`src/design/ps2s1_pkg.sv`:
```
// ----------------------------------------------------------------------------
// ps2s1_pkg
// Shared constants, types and keycode tables of the PS/2 set 1 decoder.
// ----------------------------------------------------------------------------
package ps2s1_pkg;

  localparam logic [7:0] PREFIX_EXT   = 8'hE0;
  localparam logic [7:0] PREFIX_PAUSE = 8'hE1;

  localparam logic [6:0] KC_LSHIFT = 7'd42;
  localparam logic [6:0] KC_RSHIFT = 7'd54;
  localparam logic [6:0] KC_LCTRL  = 7'd29;
  localparam logic [6:0] KC_RCTRL  = 7'd97;
  localparam logic [6:0] KC_ALT    = 7'd56;
  localparam logic [6:0] KC_ALTGR  = 7'd100;
  localparam logic [6:0] KC_CAPS   = 7'd58;
  localparam logic [6:0] KC_NONE   = 7'd0;

  typedef struct packed {
    logic [6:0] key_code;
    logic       shift_active;
    logic       ctrl_active;
    logic       alt_active;
    logic       altgr_active;
  } key_result_t;

  // Plain table: most codes map to themselves.
  function automatic logic [6:0] plain_code(input logic [6:0] idx);
    logic [6:0] code;
    code = KC_NONE;
    if (idx >= 7'd1 && idx <= 7'd83) begin
      code = idx;
    end else begin
      case (idx)
        7'd84:   code = 7'd99;
        7'd86:   code = 7'd86;
        7'd87:   code = 7'd87;
        7'd88:   code = 7'd88;
        default: code = KC_NONE;
      endcase
    end
    return code;
  endfunction

  // Table used after the E0 prefix.
  function automatic logic [6:0] ext_code(input logic [6:0] idx);
    logic [6:0] code;
    code = KC_NONE;
    case (idx)
      7'd28:   code = 7'd28;
      7'd29:   code = KC_RCTRL;
      7'd53:   code = 7'd55;
      7'd56:   code = KC_ALTGR;
      7'd71:   code = 7'd71;
      7'd72:   code = 7'd72;
      7'd73:   code = 7'd73;
      7'd75:   code = 7'd75;
      7'd77:   code = 7'd77;
      7'd79:   code = 7'd79;
      7'd80:   code = 7'd80;
      7'd81:   code = 7'd81;
      7'd82:   code = 7'd82;
      7'd83:   code = 7'd83;
      default: code = KC_NONE;
    endcase
    return code;
  endfunction

  function automatic logic is_letter(input logic [6:0] k);
    return (k >= 7'd16 && k <= 7'd25) || (k >= 7'd30 && k <= 7'd38) ||
           (k >= 7'd44 && k <= 7'd50);
  endfunction

  function automatic logic is_modifier(input logic [6:0] k);
    return (k == KC_LSHIFT) || (k == KC_RSHIFT) || (k == KC_LCTRL) ||
           (k == KC_RCTRL) || (k == KC_ALT) || (k == KC_ALTGR) || (k == KC_CAPS);
  endfunction

endpackage

```
`src/design/ps2s1_decode.sv`:
```
// ----------------------------------------------------------------------------
// ps2s1_decode
// Translates one registered scancode byte and keeps the prefix and modifier
// flags; the flags advance only when the byte is consumed.
// ----------------------------------------------------------------------------
module ps2s1_decode
  import ps2s1_pkg::*;
(
  input  logic        clk,
  input  logic        rst,
  input  logic        advance,
  input  logic [7:0]  byte_in,
  output logic        emit,
  output key_result_t result
);

  logic extended_pending, shift_held, ctrl_held, alt_held, altgr_held, caps_locked;
  logic extended_pending_next, shift_held_next, ctrl_held_next;
  logic alt_held_next, altgr_held_next, caps_locked_next;

  logic       is_prefix;
  logic       release_bit;
  logic [6:0] key;
  logic       key_valid;
  logic       caps_toggle;

  assign is_prefix   = (byte_in == PREFIX_EXT) || (byte_in == PREFIX_PAUSE);
  assign release_bit = byte_in[7];
  assign key         = extended_pending ? ext_code(byte_in[6:0]) : plain_code(byte_in[6:0]);
  assign key_valid   = !is_prefix && (key != KC_NONE);
  assign caps_toggle = advance && key_valid && (key == KC_CAPS) && !release_bit;

  assign emit = advance && key_valid && !is_modifier(key) && !release_bit;

  always_comb begin
    result.key_code     = key;
    result.shift_active = shift_held ^ (caps_locked && is_letter(key));
    result.ctrl_active  = ctrl_held;
    result.alt_active   = alt_held;
    result.altgr_active = altgr_held;
  end

  always_comb begin
    extended_pending_next = extended_pending;
    shift_held_next       = shift_held;
    ctrl_held_next        = ctrl_held;
    alt_held_next         = alt_held;
    altgr_held_next       = altgr_held;
    caps_locked_next      = caps_locked;
    if (advance) begin
      extended_pending_next = (byte_in == PREFIX_EXT);
      if (key_valid) begin
        case (key)
          KC_LSHIFT, KC_RSHIFT: shift_held_next = !release_bit;
          KC_LCTRL, KC_RCTRL:   ctrl_held_next  = !release_bit;
          KC_ALT:               alt_held_next   = !release_bit;
          KC_ALTGR:             altgr_held_next = !release_bit;
          KC_CAPS:              caps_locked_next = caps_locked ^ !release_bit;
          default:              ;
        endcase
      end
    end
  end

  always_ff @(posedge clk) begin
    if (rst) begin
      extended_pending <= 1'b0;
      shift_held       <= 1'b0;
      ctrl_held        <= 1'b0;
      alt_held         <= 1'b0;
      altgr_held       <= 1'b0;
      caps_locked      <= 1'b0;
    end else begin
      extended_pending <= extended_pending_next;
      shift_held       <= shift_held_next;
      ctrl_held        <= ctrl_held_next;
      alt_held         <= alt_held_next;
      altgr_held       <= altgr_held_next;
      caps_locked      <= caps_locked_next;
    end
  end

  // An emitted key is never one of the modifiers.
  a_emit_not_modifier: assert property (@(posedge clk) disable iff (rst)
    emit |-> (key != KC_LSHIFT && key != KC_RSHIFT && key != KC_LCTRL &&
              key != KC_RCTRL && key != KC_ALT && key != KC_ALTGR && key != KC_CAPS))
    else $error("modifier key emitted as a result");

  // A consumed E0 byte arms the extended table for the next byte.
  a_prefix_arms: assert property (@(posedge clk) disable iff (rst)
    (advance && byte_in == PREFIX_EXT) |=> extended_pending)
    else $error("extended prefix not armed");

  // Caps lock changes only after a consumed caps lock press.
  a_caps_only_on_press: assert property (@(posedge clk) disable iff (rst)
    (!$past(rst) && caps_locked != $past(caps_locked)) |-> $past(caps_toggle))
    else $error("caps lock changed without a caps lock press");

endmodule

```
`src/design/ps2s1_out_reg.sv`:
```
// ----------------------------------------------------------------------------
// ps2s1_out_reg
// Result register that holds one decoded key until the consumer takes it.
// ----------------------------------------------------------------------------
module ps2s1_out_reg
  import ps2s1_pkg::*;
(
  input  logic        clk,
  input  logic        rst,
  input  logic        load,
  input  key_result_t load_data,
  input  logic        out_ready,
  output logic        out_valid,
  output key_result_t data
);

  logic out_valid_next;

  always_comb begin
    out_valid_next = out_valid;
    if (load) begin
      out_valid_next = 1'b1;
    end else if (out_ready) begin
      out_valid_next = 1'b0;
    end
  end

  always_ff @(posedge clk) begin
    if (rst) begin
      out_valid <= 1'b0;
    end else begin
      out_valid <= out_valid_next;
    end
  end

  always_ff @(posedge clk) begin
    if (load) begin
      data <= load_data;
    end
  end

endmodule

```
`src/design/ps2s1_scancode_decoder_unit.sv`:
```
// ----------------------------------------------------------------------------
// ps2_set1_scancode_decoder_unit
// Decodes PS/2 scancode set 1 bytes into key presses with modifier state.
// ----------------------------------------------------------------------------
// Each request carries one raw set 1 byte from the keyboard. The byte is
// captured in an input register, translated combinationally through the plain
// or extended keycode table, and a press of a non-modifier key is placed in
// the result register together with the current shift, ctrl, alt and altgr
// flags. Shift is inverted by caps lock for letter keys. Prefix bytes (E0,
// E1), releases, unmapped codes and modifier keys produce no result but do
// update the internal flags. The block takes one request per cycle when not
// stalled: a byte waits in the input register and is written into the result
// register once that register is empty or being read, where it stays valid
// until the consumer takes it.
// Backpressure from the result side stalls the input register only while
// the result register is full and not being drained.
// ----------------------------------------------------------------------------
module ps2_set1_scancode_decoder_unit
  import ps2s1_pkg::*;
(
  input  logic       clk,
  input  logic       rst,
  input  logic       in_valid,
  output logic       in_ready,
  input  logic [7:0] scan_byte,
  output logic       out_valid,
  input  logic       out_ready,
  output logic [6:0] key_code,
  output logic       shift_active,
  output logic       ctrl_active,
  output logic       alt_active,
  output logic       altgr_active
);

  // Input register: holds one byte waiting to be decoded.
  logic        byte_valid;
  logic [7:0]  byte_reg;
  logic        byte_valid_next;
  logic        advance;
  logic        emit;
  key_result_t dec_result;
  key_result_t out_data;

  // The decoded byte moves on whenever the result register can take a new
  // value, i.e. it is empty or being read in this cycle.
  assign advance  = byte_valid && (!out_valid || out_ready);
  assign in_ready = !byte_valid || advance;

  always_comb begin
    byte_valid_next = byte_valid;
    if (in_valid && in_ready) begin
      byte_valid_next = 1'b1;
    end else if (advance) begin
      byte_valid_next = 1'b0;
    end
  end

  always_ff @(posedge clk) begin
    if (rst) begin
      byte_valid <= 1'b0;
    end else begin
      byte_valid <= byte_valid_next;
    end
  end

  always_ff @(posedge clk) begin
    if (in_valid && in_ready) begin
      byte_reg <= scan_byte;
    end
  end

  // Table lookup and modifier tracking.
  ps2s1_decode u_decode (
    .clk     (clk),
    .rst     (rst),
    .advance (advance),
    .byte_in (byte_reg),
    .emit    (emit),
    .result  (dec_result)
  );

  // Result register.
  ps2s1_out_reg u_out_reg (
    .clk       (clk),
    .rst       (rst),
    .load      (emit),
    .load_data (dec_result),
    .out_ready (out_ready),
    .out_valid (out_valid),
    .data      (out_data)
  );

  assign key_code     = out_data.key_code;
  assign shift_active = out_data.shift_active;
  assign ctrl_active  = out_data.ctrl_active;
  assign alt_active   = out_data.alt_active;
  assign altgr_active = out_data.altgr_active;

  // A delivered key code is never the unmapped code.
  a_key_nonzero: assert property (@(posedge clk) disable iff (rst)
    out_valid |-> (key_code != KC_NONE))
    else $error("result carries an unmapped key code");

endmodule
```
`config.mk`:
```
export PLATFORM = sky130hd
export DESIGN_NAME = ps2_set1_scancode_decoder_unit
export DESIGN_NICKNAME = d
export VERILOG_FILES = /design/src/design/ps2s1_pkg.sv /design/src/design/ps2s1_decode.sv /design/src/design/ps2s1_out_reg.sv /design/src/design/ps2s1_scancode_decoder_unit.sv
export SDC_FILE = /design/constraint.sdc
export NUM_CORES = 1
export LEC_CHECK = 0
export ABC_AREA = 1
export BUFFER_PORTS_ARGS = -buffer_cell sky130_fd_sc_hd__buf_2
export CORE_AREA = 8 8 78 63
export CTS_BUF_LIST = sky130_fd_sc_hd__clkbuf_2 sky130_fd_sc_hd__clkbuf_4 sky130_fd_sc_hd__clkbuf_8
export DETAILED_ROUTE_END_ITERATION = 7
export DIE_AREA = 0 0 86 71
export HOLD_SLACK_MARGIN = 0.08
export PLACE_DENSITY = 0.69
export RECOVER_POWER = 100
export SLEW_MARGIN = 20
export SYNTH_ARGS = -nofsm -noshare
export SYNTH_HDL_FRONTEND = slang
export SYNTH_SLANG_ARGS = --single-unit
```
`constraint.sdc`:
```
create_clock -name clk -period 6.8 [get_ports clk]
set_input_delay 0.34 -clock clk [delete_from_list [all_inputs] [get_ports clk]]
set_output_delay 0.34 -clock clk [all_outputs]
set_load 0.005 [all_outputs]
```
# After elaboration in Yosys (flattened, before gate mapping)

Cells that the tools add are included.

Register bits: 27
Latch bits: 0
RAM bits: 0
ROM bits: 0
Output and inout port bits: 13
Memories kept: 0

Add/sub/neg operators: 0
Multipliers: 0
Div/mod/pow operators: 0
Order comparisons: 8
Equal/unequal tests: 27
Shifts and indexed selects: 0
Muxes and demuxes: 8
Bitwise operators: 2
Reductions and logical operators: 37

Operator list:

| operator             | count |
|---|---|
| $eq A7 B7 Y1 const B | 16 |
| $pmux W7 S14         | 1 |
| $eq A7 B6 Y1 const B | 6 |
| $pmux W7 S4          | 1 |
| $eq A7 B5 Y1 const B | 3 |
| $eq A8 B8 Y1 const B | 2 |
| $reduce_and A3 Y1    | 5 |
| $ge A7 B5 Y1 const B | 2 |
| $le A7 B6 Y1 const B | 2 |
| $mux W7              | 2 |
| $logic_and A1 B1 Y1  | 11 |
| $logic_or A1 B1 Y1   | 11 |
| $ge A7 B1 Y1 const B | 1 |
| $ge A7 B6 Y1 const B | 1 |
| $le A7 B5 Y1 const B | 1 |
| $le A7 B7 Y1 const B | 1 |
| $reduce_bool A7 Y1   | 1 |
| $logic_not A1 Y1     | 5 |
| $mux W1              | 4 |
| $reduce_bool A2 Y1   | 2 |
| $reduce_or A2 Y1     | 2 |
| $xor A1 B1 Y1        | 2 |

# Logic depth before layout (Yosys ltp)

Depth after elaboration: 15
Mapped depth: 18
Depth with buffers taken out: 17

# By module

Synthesis repeated with hierarchy kept, for this count alone.

Cell total of the unflattened synthesis: 248
Area, all modules: 1,814.2 um^2

By module, submodules not included:

| module                         | times used | cells each | area each (um^2) | sequential area each (um^2) |
|---|---|---|---|---|
| ps2s1_decode                   | 1          | 216        | 1,142.3          | 120.1 |
| ps2s1_out_reg                  | 1          | 16         | 370.4            | 350.3 |
| ps2_set1_scancode_decoder_unit | 1          | 16         | 301.5            | 260.2 |

# Least setup slack after synthesis

OpenSTA, ideal clock, no wires.

Path type: register -> register
From: register byte_reg[2]
To: register u_out_reg.data[0] (netlist name) (enable)
Arrival: 1.878 ns
Data required time: 6.461 ns
Setup slack: 4.583 ns
Stages on the path, launching flop included: 18
Buffers on the path: 0
Clock period less this slack: 2.217 ns
Cells stage by stage: edfxtp_1 nor2_4 nand2_2 nand2_1 nand2_1 nand2_2 nand2_1 nand2_1 nand2_2 nand2_4 inv_2 nand2_1 nor2_2 nand2_1 nand3_1 nor2_1 nand2_1 inv_1

RTL lines:

| element                | line                              | source |
|---|---|---|
| start, declared        | ps2s1_scancode_decoder_unit.sv:37 | `logic [7:0] byte_reg;` |
| start signal, assigned | ps2s1_scancode_decoder_unit.sv:68 | `byte_reg <= scan_byte;` |
| end signal, assigned   | ps2s1_out_reg.sv:38               | `data <= load_data;` |
| end, declared          | ps2s1_out_reg.sv:14               | `output key_result_t data` |

==> flow_summary.yaml <==
setup_path:
  end_kind: "register"
  worstPathArrival_ns: 2.85
  cp_max_fo: 11
  crit_path_start_kind: "register"
  reg2reg_depth: 15
  path_class: "reg2reg"
  required_ns: 6.72
global_route:
  grt_max_degree: 17
  grt_pass1_wl_um: 6290
  grt_overflow: 0
  grt_pass1_vias: 1371
  track_usage_pct: 12.4
  antenna_found_initial: 0
clock_tree:
  clkSinkCount: 27
  ctsLongestPathBuffers: 2
  clk_pin_slew_ns: 0.10
  postCtsSetupBuffers: 0
  cts_hold_buf: 0
  cts_tree: "yes"
  clkLatencyLatePin_ns: 0.27
  cts-resized-gates: 0
  htree_levels: 1
  cts_root_buf: "clkbuf_8"
  cts_buffers: 3
sta:
  rsz0062_at_grt: "no"
  worst_pin_slew_ns: 0.437
  setup_viol: 0
  finalCritPeriodShare_pct: 43.0
  timing.final.ws_setup_ns: 3.87
  drv_slew: 0
  finalCriticalPeriod_ns: 2.93
  hold_viol_final: 0
  fin_setup_tns_ns: 0
  clock_skew_ns: 0.0109
  max_slew_margin_pct: 70.8
  holdWs_ns: 0.233
  max_freq_ghz: 0.342
power:
  ir_worst_vdd_uv: 155
  cellLeakagePower_uw: 0.000859
  p_per_area_nw_per_um2: 179
cells_and_area:
  final-seq-area_um2: 731
  final_nets: 273
  multiInputGateArea_um2: 812
  antenna_cells: 0
  finalCoreUtilization_pct: 50.1
  largest_reg_flops: 11
  fin_cells: 315
  syn_to_final_growth_pct: 8.62
  drive_gt1_share_pct: 17.3
  nFillCells: 370
logic_synthesis:
  synth_top_area_share_pct: 32.8
  synthTopCellsByArea: "edfxtp_1 (33%), nand2_1 (13%), dfxtp_1 (9.2%)"
  synth_cell_types: 26
  synth_edf_count: 19
  synthTopCellsByCount: "nand2_1 (62), nor2_1 (31), inv_1 (22), edfxtp_1 (19), nand3_1 (15)"
  async_flop_share_pct: 0
  synth_cells: 236
  yosysMostFrequentCell: "nand2_1"
  syn_area_per_cell_um2: 7.38
  syn_nets: 248
  netlist.top_cell.by_area: "edfxtp_1"
  ys_warn_count: 0
  syn_area_um2: 1740
  synth_ff_type: "edfxtp_1"
  ys_seq_area_share_pct: 42.0
  synth-seq-cells: 27
floorplanning:
  ios: 25
  initial_utilization_pct: 46.1
  coreArea_um2: 3780
  dieArea_um2: 6110
  rows: 20
  fp.dieW_um: 86
  die_y_um: 71
job:
  cap_viol_max_count: 0
route:
  vias: 1550
  routedWlPerCell_um: 11.6
  drtIter0Drc: 192
  dr.pass1.iters: 4
  drc: 0
  drt-total-wl_um: 3650
  via_per_inst: 4.92
  drtAntennaViolNets: 0
hold_path:
  min_path_cells: 1
  hold_class: "in2reg"
placement:
  placedCellCount: 311
  hpwl_um: 2930
  dp_worst_setup_slack_ns: 4.21
  numPortBuffers: 24
  gp_congestion: 1.00
status:
  status: "finished clean"
area by class of cell:
class | instances | area share [%]
Clock buffer | 3 | 2.18
Clock inverter | 1 | 0.397
Inverter | 32 | 6.35
Multi-Input combinational cell | 173 | 42.9
Sequential cell | 27 | 38.6
Tap cell | 55 | 3.64
Timing Repair Buffer | 24 | 5.89
worst max-delay path, cell delays in order (launching register included):
cell      delay, ns
edfxtp_1       0.52
nor2_1         0.34
nand3_1        0.14
nand2_1        0.09
nand2_1        0.16
nand2_1        0.10
nand2_1        0.06
nand2_2        0.05
nand2_1        0.13
nand2_1        0.20
inv_2          0.06
nand3_2        0.07
nand2_1        0.10
nor2_1         0.10
nand2_1        0.09
inv_1          0.34
kinds of logic (layout without fill, tap and decap cells):
logic type,count (synthesis),count (layout),synth area share (%)
flops,27,27,42.0
simple gates,146,146,40.0
buf+inv,36,60,8.69
compound gates,26,26,8.84
xor+xnor,1,1,0.503
per-stage QoR:
stage	instance area [µm²]	power, µW
3_5_place_dp	1900	255
5_1_grt	1890	358
2_1_floorplan	1740	238
6_report	1890	339
4_1_cts	1950	346
3_3_place_gp	1900	256
worst paths after layout:
| kind | slack (ns) | end | from |
|---|---|---|---|
| max | 3.87 | u_out_reg.data[4] | byte_reg[0] |
| min | 0.23 | byte_reg[0] | scan_byte[0] |
| max reg2reg | 3.87 | u_out_reg.data[4] | byte_reg[0] |
| min reg2reg | 0.45 | u_out_reg.data[0] | u_decode.altgr_held |
cell usage in the layout, fill, tap and decap left out, types with 2 or more instances in the layout:
cell / count
nor2_2: 4
a21oi_2: 2
nand4_1: 7
a21oi_1: 11
nand3_1: 16
inv_2: 7
nand3_2: 4
clkbuf_8: 3
o31ai_1: 2
nor2_1: 34
edfxtp_1: 19
nand2_1: 70
inv_1: 23
buf_2: 16
o21ai_1: 2
nand2_2: 5
o21ai_0: 8
dfxtp_1: 8
clkinv_1: 2
clkbuf_1: 7
nor3_1: 4
report_power, final:
group | switching [µW] | internal (µW)
logic | 39.6 | 17.3
clock network | 49.6 | 41.5
registers | 7.32 | 183
total | 96.5 | 242
per-layer routing:
| layer | global-route usage, % | wire (µm) | share of wire (%) |
|---|---|---|---|
| met1 | 18.2 | 1910 | 52 |
| met4 | 2.13 | 14 | 0.38 |
| met5 | 0 | 0 | 0 |
| met3 | 3.47 | 286 | 7.8 |
| met2 | 17.6 | 1440 | 39 |
No activity file was read; power rests on OpenSTA's default activity.
